**config.mk**
```make
export PLATFORM = sky130hd
export DESIGN_NAME = square_beep_with_fade
export DESIGN_NICKNAME = d
export VERILOG_FILES = /design/src/rtl/sbwf_pkg.sv /design/src/rtl/square_beep_with_fade.sv
export SDC_FILE = /design/constraint.sdc
export NUM_CORES = 2
export LEC_CHECK = 0
export BUFFER_PORTS_ARGS = -buffer_cell sky130_fd_sc_hd__buf_2
export CORE_MARGIN = 2
export CORE_UTILIZATION = 25
export CTS_CLUSTER_DIAMETER = 200
export DETAILED_ROUTE_END_ITERATION = 16
export PLACE_DENSITY_LB_ADDON = 0.3
export SYNTH_ARGS = -nofsm -noshare
export SYNTH_HDL_FRONTEND = slang
export SYNTH_SLANG_ARGS = --single-unit
```
**constraint.sdc**
```tcl
create_clock -name i_clk -period 9.54 [get_ports i_clk]
set_input_delay 0.954 -clock i_clk [delete_from_list [all_inputs] [get_ports i_clk]]
set_output_delay 0.954 -clock i_clk [all_outputs]
set_load 0.02 [all_outputs]
```
**src/rtl/sbwf_pkg.sv**
```systemverilog
// Shared types and constants for the square-wave beep generator with fade.
`timescale 1ns / 1ps

package sbwf_pkg;

    // Sequencer states.
    typedef enum logic [2:0] {
        ST_IDLE,
        ST_LEN,
        ST_PAR,
        ST_MAG,
        ST_EMIT
    } t_state;

    // Configuration register indexes.
    typedef enum logic [2:0] {
        CFG_SAMPLE_RATE   = 3'd0,
        CFG_HALF_PERIOD   = 3'd1,
        CFG_FADE_LENGTH   = 3'd2,
        CFG_AMPLITUDE     = 3'd3,
        CFG_DEFAULT_TICKS = 3'd4,
        CFG_MAX_TICKS     = 3'd5
    } t_cfg_index;

    // Input item kinds carried in tuser.
    localparam logic ACT_ADVANCE = 1'b0;
    localparam logic ACT_START   = 1'b1;

    // Register reset values.
    localparam logic [16:0] RST_SAMPLE_RATE   = 17'd48000;
    localparam logic [15:0] RST_HALF_PERIOD   = 16'd32;
    localparam logic [15:0] RST_FADE_LENGTH   = 16'd192;
    localparam logic [14:0] RST_AMPLITUDE     = 15'd8192;
    localparam logic [5:0]  RST_DEFAULT_TICKS = 6'd30;
    localparam logic [5:0]  RST_MAX_TICKS     = 6'd60;

    // Ticks per second and the longest beep in samples.
    localparam logic [15:0] TICKS_PER_SEC = 16'd60;
    localparam logic [16:0] LEN_MAX       = 17'h1FFFF;

    // Divider dividend width and the step count of each division.
    localparam int DVD_W = 31;
    localparam logic [4:0] PAR_STEPS = 5'd17;
    localparam logic [4:0] LEN_STEPS = 5'd23;
    localparam logic [4:0] MAG_STEPS = 5'd31;

endpackage

```
**src/rtl/square_beep_with_fade.sv**
```systemverilog
// Square-wave beep generator with a linear fade at both ends.
`timescale 1ns / 1ps
//
// Usage: items enter on the s_axis channel. tuser = 1 starts a beep whose
// length in sixtieths of a second is in tdata (zero selects the default,
// longer requests are clamped); tuser = 0 advances one sample tick. Every
// advance gives one transfer on m_axis: the signed sample in tdata, the
// playing flag in tuser, and tlast on the last sample of a beep. A start
// gives no result. A start that arrives while a beep sounds is held in one
// pending slot and plays right after the current beep; further starts are
// dropped until the slot empties.
// All divisions run through one restoring divider, one quotient bit per
// cycle. A start divides sample rate times ticks by 60 for the length. An
// advance while playing divides the position by the half period for the
// square-wave phase and, in a fade ramp, the scaled amplitude by the ramp
// length. An idle advance needs no divide. A pending start runs its length
// divide after the current beep's last sample. s_axis_tready is high only
// while the sequencer is idle. Results wait in an output register, so a
// stalled receiver delays the block only when a second result is ready.
// Reset (synchronous, active low) stops any beep, empties the pending slot
// and restores the register defaults. Configuration writes are always ready.

module square_beep_with_fade (
    input  logic        i_clk,
    input  logic        i_rst_n,
    // Input items.
    input  logic        s_axis_tvalid,
    output logic        s_axis_tready,
    input  logic [15:0] s_axis_tdata,    // [15:0] duration
    input  logic        s_axis_tuser,    // [0] action
    // Result items.
    output logic        m_axis_tvalid,
    input  logic        m_axis_tready,
    output logic [15:0] m_axis_tdata,    // [15:0] sample (signed)
    output logic        m_axis_tuser,    // [0] playing
    output logic        m_axis_tlast,    // last_sample
    // Configuration writes.
    input  logic        i_cfg_valid,
    output logic        o_cfg_ready,
    input  logic [2:0]  i_cfg_index,
    input  logic [16:0] i_cfg_data
);

    // Configuration registers.
    logic [16:0] r_sample_rate;
    logic [15:0] r_half_period;
    logic [15:0] r_fade_length;
    logic [14:0] r_amplitude;
    logic [5:0]  r_default_ticks;
    logic [5:0]  r_max_ticks;

    // Sequencer and beep state.
    sbwf_pkg::t_state r_state, n_state;
    logic [16:0] r_pos, n_pos;
    logic [16:0] r_beep, n_beep;
    logic [15:0] r_ramp, n_ramp;
    logic        r_busy, n_busy;
    logic        r_pend_valid, n_pend_valid;
    logic [5:0]  r_pend_ticks, n_pend_ticks;

    // Shared divider: dividend shifts out at the top while quotient bits
    // shift in at the bottom.
    logic [sbwf_pkg::DVD_W-1:0] r_dvd, n_dvd;
    logic [15:0] r_rem, n_rem;
    logic [15:0] r_dsr, n_dsr;
    logic [4:0]  r_cnt, n_cnt;

    // Working values of the current advance.
    logic        r_fade, n_fade;
    logic [15:0] r_fade_k, n_fade_k;
    logic        r_sign, n_sign;
    logic [14:0] r_mag, n_mag;
    logic        r_play, n_play;
    logic        r_last, n_last;

    // Output register.
    logic        r_out_valid, n_out_valid;
    logic [15:0] r_out_data, n_out_data;
    logic        r_out_user, n_out_user;
    logic        r_out_last, n_out_last;

    logic        s_fire;
    logic [15:0] req_ticks;
    logic [5:0]  res_ticks;
    logic [5:0]  launch_ticks;
    logic [22:0] len_prod;
    logic [30:0] mag_prod;
    logic [16:0] trial_in;
    logic [16:0] trial;
    logic        trial_ge;
    logic [16:0] len_sat;
    logic [15:0] len_half;
    logic [16:0] pos_inc;
    logic [16:0] ramp_start;
    logic        fade_up;
    logic        fade_dn;
    logic [15:0] hp_eff;

    assign s_axis_tready = (r_state == sbwf_pkg::ST_IDLE);
    assign s_fire        = s_axis_tvalid && s_axis_tready;
    assign o_cfg_ready   = 1'b1;

    assign m_axis_tvalid = r_out_valid;
    assign m_axis_tdata  = r_out_data;
    assign m_axis_tuser  = r_out_user;
    assign m_axis_tlast  = r_out_last;

    // Resolve the requested ticks: zero picks the default, then clamp.
    assign req_ticks = (s_axis_tdata != 16'd0) ? s_axis_tdata : {10'd0, r_default_ticks};
    assign res_ticks = (req_ticks > {10'd0, r_max_ticks}) ? r_max_ticks : req_ticks[5:0];

    // One multiplier feeds the length divide, another the fade divide.
    assign launch_ticks = (r_state == sbwf_pkg::ST_IDLE) ? res_ticks : r_pend_ticks;
    assign len_prod     = {6'd0, r_sample_rate} * {17'd0, launch_ticks};
    assign mag_prod     = {16'd0, r_amplitude} * {15'd0, r_fade_k};

    // One restoring divide step.
    assign trial_in = {r_rem, r_dvd[sbwf_pkg::DVD_W-1]};
    assign trial    = trial_in - {1'b0, r_dsr};
    assign trial_ge = (trial_in >= {1'b0, r_dsr});

    // Length quotient saturates at the widest beep.
    assign len_sat  = (|r_dvd[22:17]) ? sbwf_pkg::LEN_MAX : r_dvd[16:0];
    assign len_half = len_sat[16:1];

    assign pos_inc    = r_pos + 17'd1;
    assign ramp_start = r_beep - {1'b0, r_ramp};
    assign fade_up    = (r_ramp != 16'd0) && (r_pos < {1'b0, r_ramp});
    assign fade_dn    = (r_ramp != 16'd0) && (r_pos >= ramp_start);
    assign hp_eff     = (r_half_period != 16'd0) ? r_half_period : 16'd1;

    always_comb begin
        n_state      = r_state;
        n_pos        = r_pos;
        n_beep       = r_beep;
        n_ramp       = r_ramp;
        n_busy       = r_busy;
        n_pend_valid = r_pend_valid;
        n_pend_ticks = r_pend_ticks;
        n_dvd        = r_dvd;
        n_rem        = r_rem;
        n_dsr        = r_dsr;
        n_cnt        = r_cnt;
        n_fade       = r_fade;
        n_fade_k     = r_fade_k;
        n_sign       = r_sign;
        n_mag        = r_mag;
        n_play       = r_play;
        n_last       = r_last;
        n_out_valid  = r_out_valid && !m_axis_tready;
        n_out_data   = r_out_data;
        n_out_user   = r_out_user;
        n_out_last   = r_out_last;

        // Divider step while iterations remain.
        if (r_cnt != 5'd0) begin
            n_dvd = {r_dvd[sbwf_pkg::DVD_W-2:0], trial_ge};
            n_rem = trial_ge ? trial[15:0] : trial_in[15:0];
            n_cnt = r_cnt - 5'd1;
        end

        unique case (r_state)
            sbwf_pkg::ST_IDLE: begin
                if (s_fire) begin
                    if (s_axis_tuser == sbwf_pkg::ACT_START) begin
                        if (res_ticks != 6'd0) begin
                            if (!r_busy) begin
                                n_dvd   = {len_prod, 8'd0};
                                n_rem   = 16'd0;
                                n_dsr   = sbwf_pkg::TICKS_PER_SEC;
                                n_cnt   = sbwf_pkg::LEN_STEPS;
                                n_state = sbwf_pkg::ST_LEN;
                            end else if (!r_pend_valid) begin
                                n_pend_valid = 1'b1;
                                n_pend_ticks = res_ticks;
                            end
                        end
                    end else if (!r_busy) begin
                        n_play  = 1'b0;
                        n_sign  = 1'b0;
                        n_mag   = 15'd0;
                        n_last  = 1'b0;
                        n_state = sbwf_pkg::ST_EMIT;
                    end else begin
                        n_dvd    = {r_pos, 14'd0};
                        n_rem    = 16'd0;
                        n_dsr    = hp_eff;
                        n_cnt    = sbwf_pkg::PAR_STEPS;
                        n_fade   = fade_up || fade_dn;
                        n_fade_k = fade_up ? r_pos[15:0] : 16'(r_beep - r_pos);
                        n_state  = sbwf_pkg::ST_PAR;
                    end
                end
            end
            sbwf_pkg::ST_LEN: begin
                if (r_cnt == 5'd0) begin
                    if (len_sat != 17'd0) begin
                        n_beep = len_sat;
                        n_ramp = (r_fade_length < len_half) ? r_fade_length : len_half;
                        n_pos  = 17'd0;
                        n_busy = 1'b1;
                    end
                    n_state = sbwf_pkg::ST_IDLE;
                end
            end
            sbwf_pkg::ST_PAR: begin
                if (r_cnt == 5'd0) begin
                    n_play = 1'b1;
                    n_sign = r_dvd[0];
                    n_last = ({1'b0, r_pos} + 18'd1) == {1'b0, r_beep};
                    if (r_fade) begin
                        n_dvd   = mag_prod;
                        n_rem   = 16'd0;
                        n_dsr   = r_ramp;
                        n_cnt   = sbwf_pkg::MAG_STEPS;
                        n_state = sbwf_pkg::ST_MAG;
                    end else begin
                        n_mag   = r_amplitude;
                        n_state = sbwf_pkg::ST_EMIT;
                    end
                end
            end
            sbwf_pkg::ST_MAG: begin
                if (r_cnt == 5'd0) begin
                    n_mag   = r_dvd[14:0];
                    n_state = sbwf_pkg::ST_EMIT;
                end
            end
            sbwf_pkg::ST_EMIT: begin
                if (!r_out_valid || m_axis_tready) begin
                    n_out_valid = 1'b1;
                    n_out_user  = r_play;
                    n_out_last  = r_last;
                    if (!r_play) begin
                        n_out_data = 16'd0;
                    end else if (r_sign) begin
                        n_out_data = {1'b0, r_mag};
                    end else begin
                        n_out_data = 16'd0 - {1'b0, r_mag};
                    end
                    n_state = sbwf_pkg::ST_IDLE;
                    if (r_play) begin
                        if (pos_inc >= r_beep) begin
                            n_busy = 1'b0;
                            n_pos  = 17'd0;
                            if (r_pend_valid) begin
                                n_pend_valid = 1'b0;
                                n_pend_ticks = 6'd0;
                                n_dvd        = {len_prod, 8'd0};
                                n_rem        = 16'd0;
                                n_dsr        = sbwf_pkg::TICKS_PER_SEC;
                                n_cnt        = sbwf_pkg::LEN_STEPS;
                                n_state      = sbwf_pkg::ST_LEN;
                            end
                        end else begin
                            n_pos = pos_inc;
                        end
                    end
                end
            end
            default: begin
                n_state = sbwf_pkg::ST_IDLE;
            end
        endcase
    end

    always_ff @(posedge i_clk) begin
        if (!i_rst_n) begin
            r_state      <= sbwf_pkg::ST_IDLE;
            r_pos        <= 17'd0;
            r_beep       <= 17'd0;
            r_ramp       <= 16'd0;
            r_busy       <= 1'b0;
            r_pend_valid <= 1'b0;
            r_pend_ticks <= 6'd0;
            r_cnt        <= 5'd0;
            r_out_valid  <= 1'b0;
        end else begin
            r_state      <= n_state;
            r_pos        <= n_pos;
            r_beep       <= n_beep;
            r_ramp       <= n_ramp;
            r_busy       <= n_busy;
            r_pend_valid <= n_pend_valid;
            r_pend_ticks <= n_pend_ticks;
            r_cnt        <= n_cnt;
            r_out_valid  <= n_out_valid;
        end
    end

    // Datapath registers carry no reset.
    always_ff @(posedge i_clk) begin
        r_dvd      <= n_dvd;
        r_rem      <= n_rem;
        r_dsr      <= n_dsr;
        r_fade     <= n_fade;
        r_fade_k   <= n_fade_k;
        r_sign     <= n_sign;
        r_mag      <= n_mag;
        r_play     <= n_play;
        r_last     <= n_last;
        r_out_data <= n_out_data;
        r_out_user <= n_out_user;
        r_out_last <= n_out_last;
    end

    // Configuration writes; indexes past the list are ignored.
    always_ff @(posedge i_clk) begin
        if (!i_rst_n) begin
            r_sample_rate   <= sbwf_pkg::RST_SAMPLE_RATE;
            r_half_period   <= sbwf_pkg::RST_HALF_PERIOD;
            r_fade_length   <= sbwf_pkg::RST_FADE_LENGTH;
            r_amplitude     <= sbwf_pkg::RST_AMPLITUDE;
            r_default_ticks <= sbwf_pkg::RST_DEFAULT_TICKS;
            r_max_ticks     <= sbwf_pkg::RST_MAX_TICKS;
        end else if (i_cfg_valid && o_cfg_ready) begin
            unique case (i_cfg_index)
                sbwf_pkg::CFG_SAMPLE_RATE:   r_sample_rate   <= i_cfg_data;
                sbwf_pkg::CFG_HALF_PERIOD:   r_half_period   <= i_cfg_data[15:0];
                sbwf_pkg::CFG_FADE_LENGTH:   r_fade_length   <= i_cfg_data[15:0];
                sbwf_pkg::CFG_AMPLITUDE:     r_amplitude     <= i_cfg_data[14:0];
                sbwf_pkg::CFG_DEFAULT_TICKS: r_default_ticks <= i_cfg_data[5:0];
                sbwf_pkg::CFG_MAX_TICKS:     r_max_ticks     <= i_cfg_data[5:0];
                default: begin
                end
            endcase
        end
    end

endmodule
```
==> metrics.cfg <==
[power_and_ir_drop]
power_switching_uw=2350
power_density_nw_per_um2=184
switching_share_pct=42.7
pwr-share-clk_pct=22.5
p_int_uw=3150
vdd_drop_max_mv=0.154
pwr-share-seq_pct=27.0
leakagePower_uw=0.0127
pwr-share-comb_pct=50.5

[logic_synthesis]
synth-main-ff-cell=dfxtp_1
synth.distinct_cells=90
synth_top_area_share_pct=18.1
synth_fp_nets=3756
async_reset_ff_share_pct=0
yosysTopAreaCell=fa_1
postSynthAreaPerCell_um2=8.37
synth_sequential_area_ratio_pct=21.8
synth_edf_count=69
synth.area.top_cells=fa_1 (18%), dfxtp_1 (14%), ha_1 (11%), edfxtp_1 (7.7%), nand2_1 (6.7%)
synth_warnings=0
ys_seq_elements=259
synthCells=3224
synth_area_um2=27000

[worst_hold_path]
hold_class=reg2reg

[floorplan]
start_util_pct=25.2
die_h_um=333
core_area_um2=107000
fp.dieW_um=333
rows=120
pin_count=63
die_area_um2=111000

[timing]
fin_ws_ns=1.77
hold_violations=0
rsz0062_at_grt=no
setup_tns_ns=0
fin_crit_ns=7.77
finalClockSkew_ns=0.0311
max_slew_margin_pct=23.4
drv_slew=0
max_freq_mhz=129
setup_viol=0
tightest_slew_ns=1.14
finalCritPeriodShare_pct=81.4

[finish]
layout_common_cells=nand2_1 (481), inv_1 (356), ha_1 (246), fa_1 (244), a21oi_1 (220)
nFillCells=11500
final_nets=3742
syn_to_final_growth_pct=10.6
final_common_cell=nand2_1
finish.instance_area_um2=29800
drive_gt1_share_pct=6.12

[clock_tree]
worstSkewPairLatency_ns=0.62
cts_setup_buffers=0
clk_pin_slew_ns=0.06
cts_resized=0
cts_sinks=259
h-tree-depth=1
clockRootBuffer=clkbuf_16
tritoncts=built
cts_buffer_depth=3
cts_hold_buf=0
cts-buffers-inserted=30

[setup_path]
setup.worst_path.start=s_axis_tdata[12]
criticalPathCategory=in2reg
r2r_cells=20
worstPathArrival_ns=8.26
critical_path_required_ns=10.03
worstSetupEndpoint=r_dvd[29]$_DFF_P_
critPathSlowestCell=o21ai_0
r2r-start=r_amplitude[3]$_SDFFE_PN0P_
worstSetupStartpointType=input pin
reg2reg_to=r_dvd[22]$_DFF_P_
r2r_setup_slack_ns=2.36
max_stage_delay_ns=0.65
worst_path_most_repeated_cell=o21ai_0
critPathMaxFanout=16
cp-end-kind=register

[global_routing]
first_global_vias=22000
overflow=0
antenna_found_initial=1
grt_usage_pct=15.3
grt_pass1_wl_um=133000
grt_max_degree=68

[routing]
wirelength_um=85900
drt-vias-per-instance=4.90
first_iter_violations=1714
num_vias=22700
drcViolationCount=0
post_drt_wl_per_cell_um=18.5
final_antenna_net_count=0
dr.pass1.iters=5

[place]
place_ws_ns=1.14
placed_cell_area_um2=28800
gp_congestion=0.897
dp_hpwl_um=67900
port_buffers=61

[job]
maxCapViolCount=0

[outcome]
status=finished, final reports clean

==> cells by family after synthesis <==
logic type	Yosys count	synth area share, %
buffers and inverters	508	7.14
xor gates and xnor gates	99	3.21
AOI/OAI and AO/OA	680	16.5
other	1	0.0139
and+or+nand+nor	1136	19.9
DFF	259	21.8
muxes	51	1.91
adders and majority gates	490	29.5
==> synthesized netlist by cell type, types with 18 or more instances <==
cell type	number
a211oi_1	42
xnor2_1	75
nor2_1	177
nor3_1	47
and2_1	201
nand3_1	73
inv_1	357
nand2_1	481
o21a_1	24
o211ai_1	30
and3_1	25
nand2b_1	30
a22o_1	18
o21ai_0	129
a31oi_1	26
edfxtp_1	69
nor4_1	22
a21o_1	35
clkbuf_1	132
xor2_1	24
ha_1	246
dfxtp_1	190
a21oi_1	220
fa_1	244
mux2i_1	47
==> worst min-delay path by stage <==
| stage | start | end | slack (ns) | cells after the start |
|---|---|---|---|---|
| finish | r_last$_SDFFCE_PN0P_ | m_axis_tlast$_DFFE_PP_ | 0.44 | 0 |
| global route | r_last$_SDFFCE_PN0P_ | m_axis_tlast$_DFFE_PP_ | 0.46 | 0 |
| CTS | r_amplitude[6]$_SDFFE_PN0P_ | r_amplitude[6]$_SDFFE_PN0P_ | 0.46 | 2 |
| detailed placement | r_last$_SDFFCE_PN0P_ | m_axis_tlast$_DFFE_PP_ | 0.44 | 0 |
| global placement | r_last$_SDFFCE_PN0P_ | m_axis_tlast$_DFFE_PP_ | 0.44 | 0 |
| floorplan | r_last$_SDFFCE_PN0P_ | m_axis_tlast$_DFFE_PP_ | 0.40 | 0 |
==> layout make-up <==
type	instances	area (um2)	share of cell area, %
multi-input cells	2457	19200	64.3
diodes	2	5.00	0.0168
flip-flops and latches	259	5880	19.7
well taps	1403	1760	5.88
repair buffers	103	621	2.08
inverters	359	1350	4.52
clock buffers	49	926	3.10
clock inverters	7	115	0.386
==> flip-flops by register name (all words and copies together), names as in the netlist, 15 cells and up <==
signal and cells:
m_axis_tdata 16, r_amplitude 15, r_beep 17, r_dsr 16, r_dvd 31, r_fade_k 16, r_fade_length 16, r_half_period 16
r_mag 15, r_pos 17, r_ramp 16, r_rem 16, r_sample_rate 17
==> metal layers <==
| metal | track usage, % | wire length (um) | share of wire, % |
|---|---|---|---|
| met1 | 22.4 | 41400 | 48 |
| met4 | 3.92 | 2290 | 2.7 |
| met5 | 0 | 0 | 0 |
| met2 | 23.4 | 36800 | 43 |
| met3 | 2.16 | 5380 | 6.3 |
==> power groups by stage <==
stage | registers (uW) | clock network [uW] | logic [uW]
after CTS | 1470 | 1260 | 2780
after global routing | 1490 | 1290 | 3130
after global placement | 1500 | 0 | 2750
after detailed placement | 1500 | 0 | 2760
final | 1490 | 1240 | 2780
after floorplan | 1400 | 0 | 2140
==> through the flow <==
step	total power [uW]	hold slack [ns]	std cells	util (%)
5_1_grt	5920	0.461	4637	27.9
3_3_place_gp	4250	0.442	4581	26.9
4_1_cts	5510	0.456	4637	27.9
6_report	5500	0.444	4639	27.9
3_5_place_dp	4260	0.435	4581	26.9
2_1_floorplan	3540	0.400	3224	-
==> worst max-delay path: cells and delay by family <==
| kind | cells | cell delay [ns] |
|---|---|---|
| buffers and inverters | 3 | 0.19 |
| muxes | 1 | 0.12 |
| AOI/OAI and AO/OA | 12 | 3.14 |
| adders and majority gates | 5 | 1.94 |
| and+or+nand+nor | 7 | 1.91 |
No activity file was read; power rests on OpenSTA's default activity.
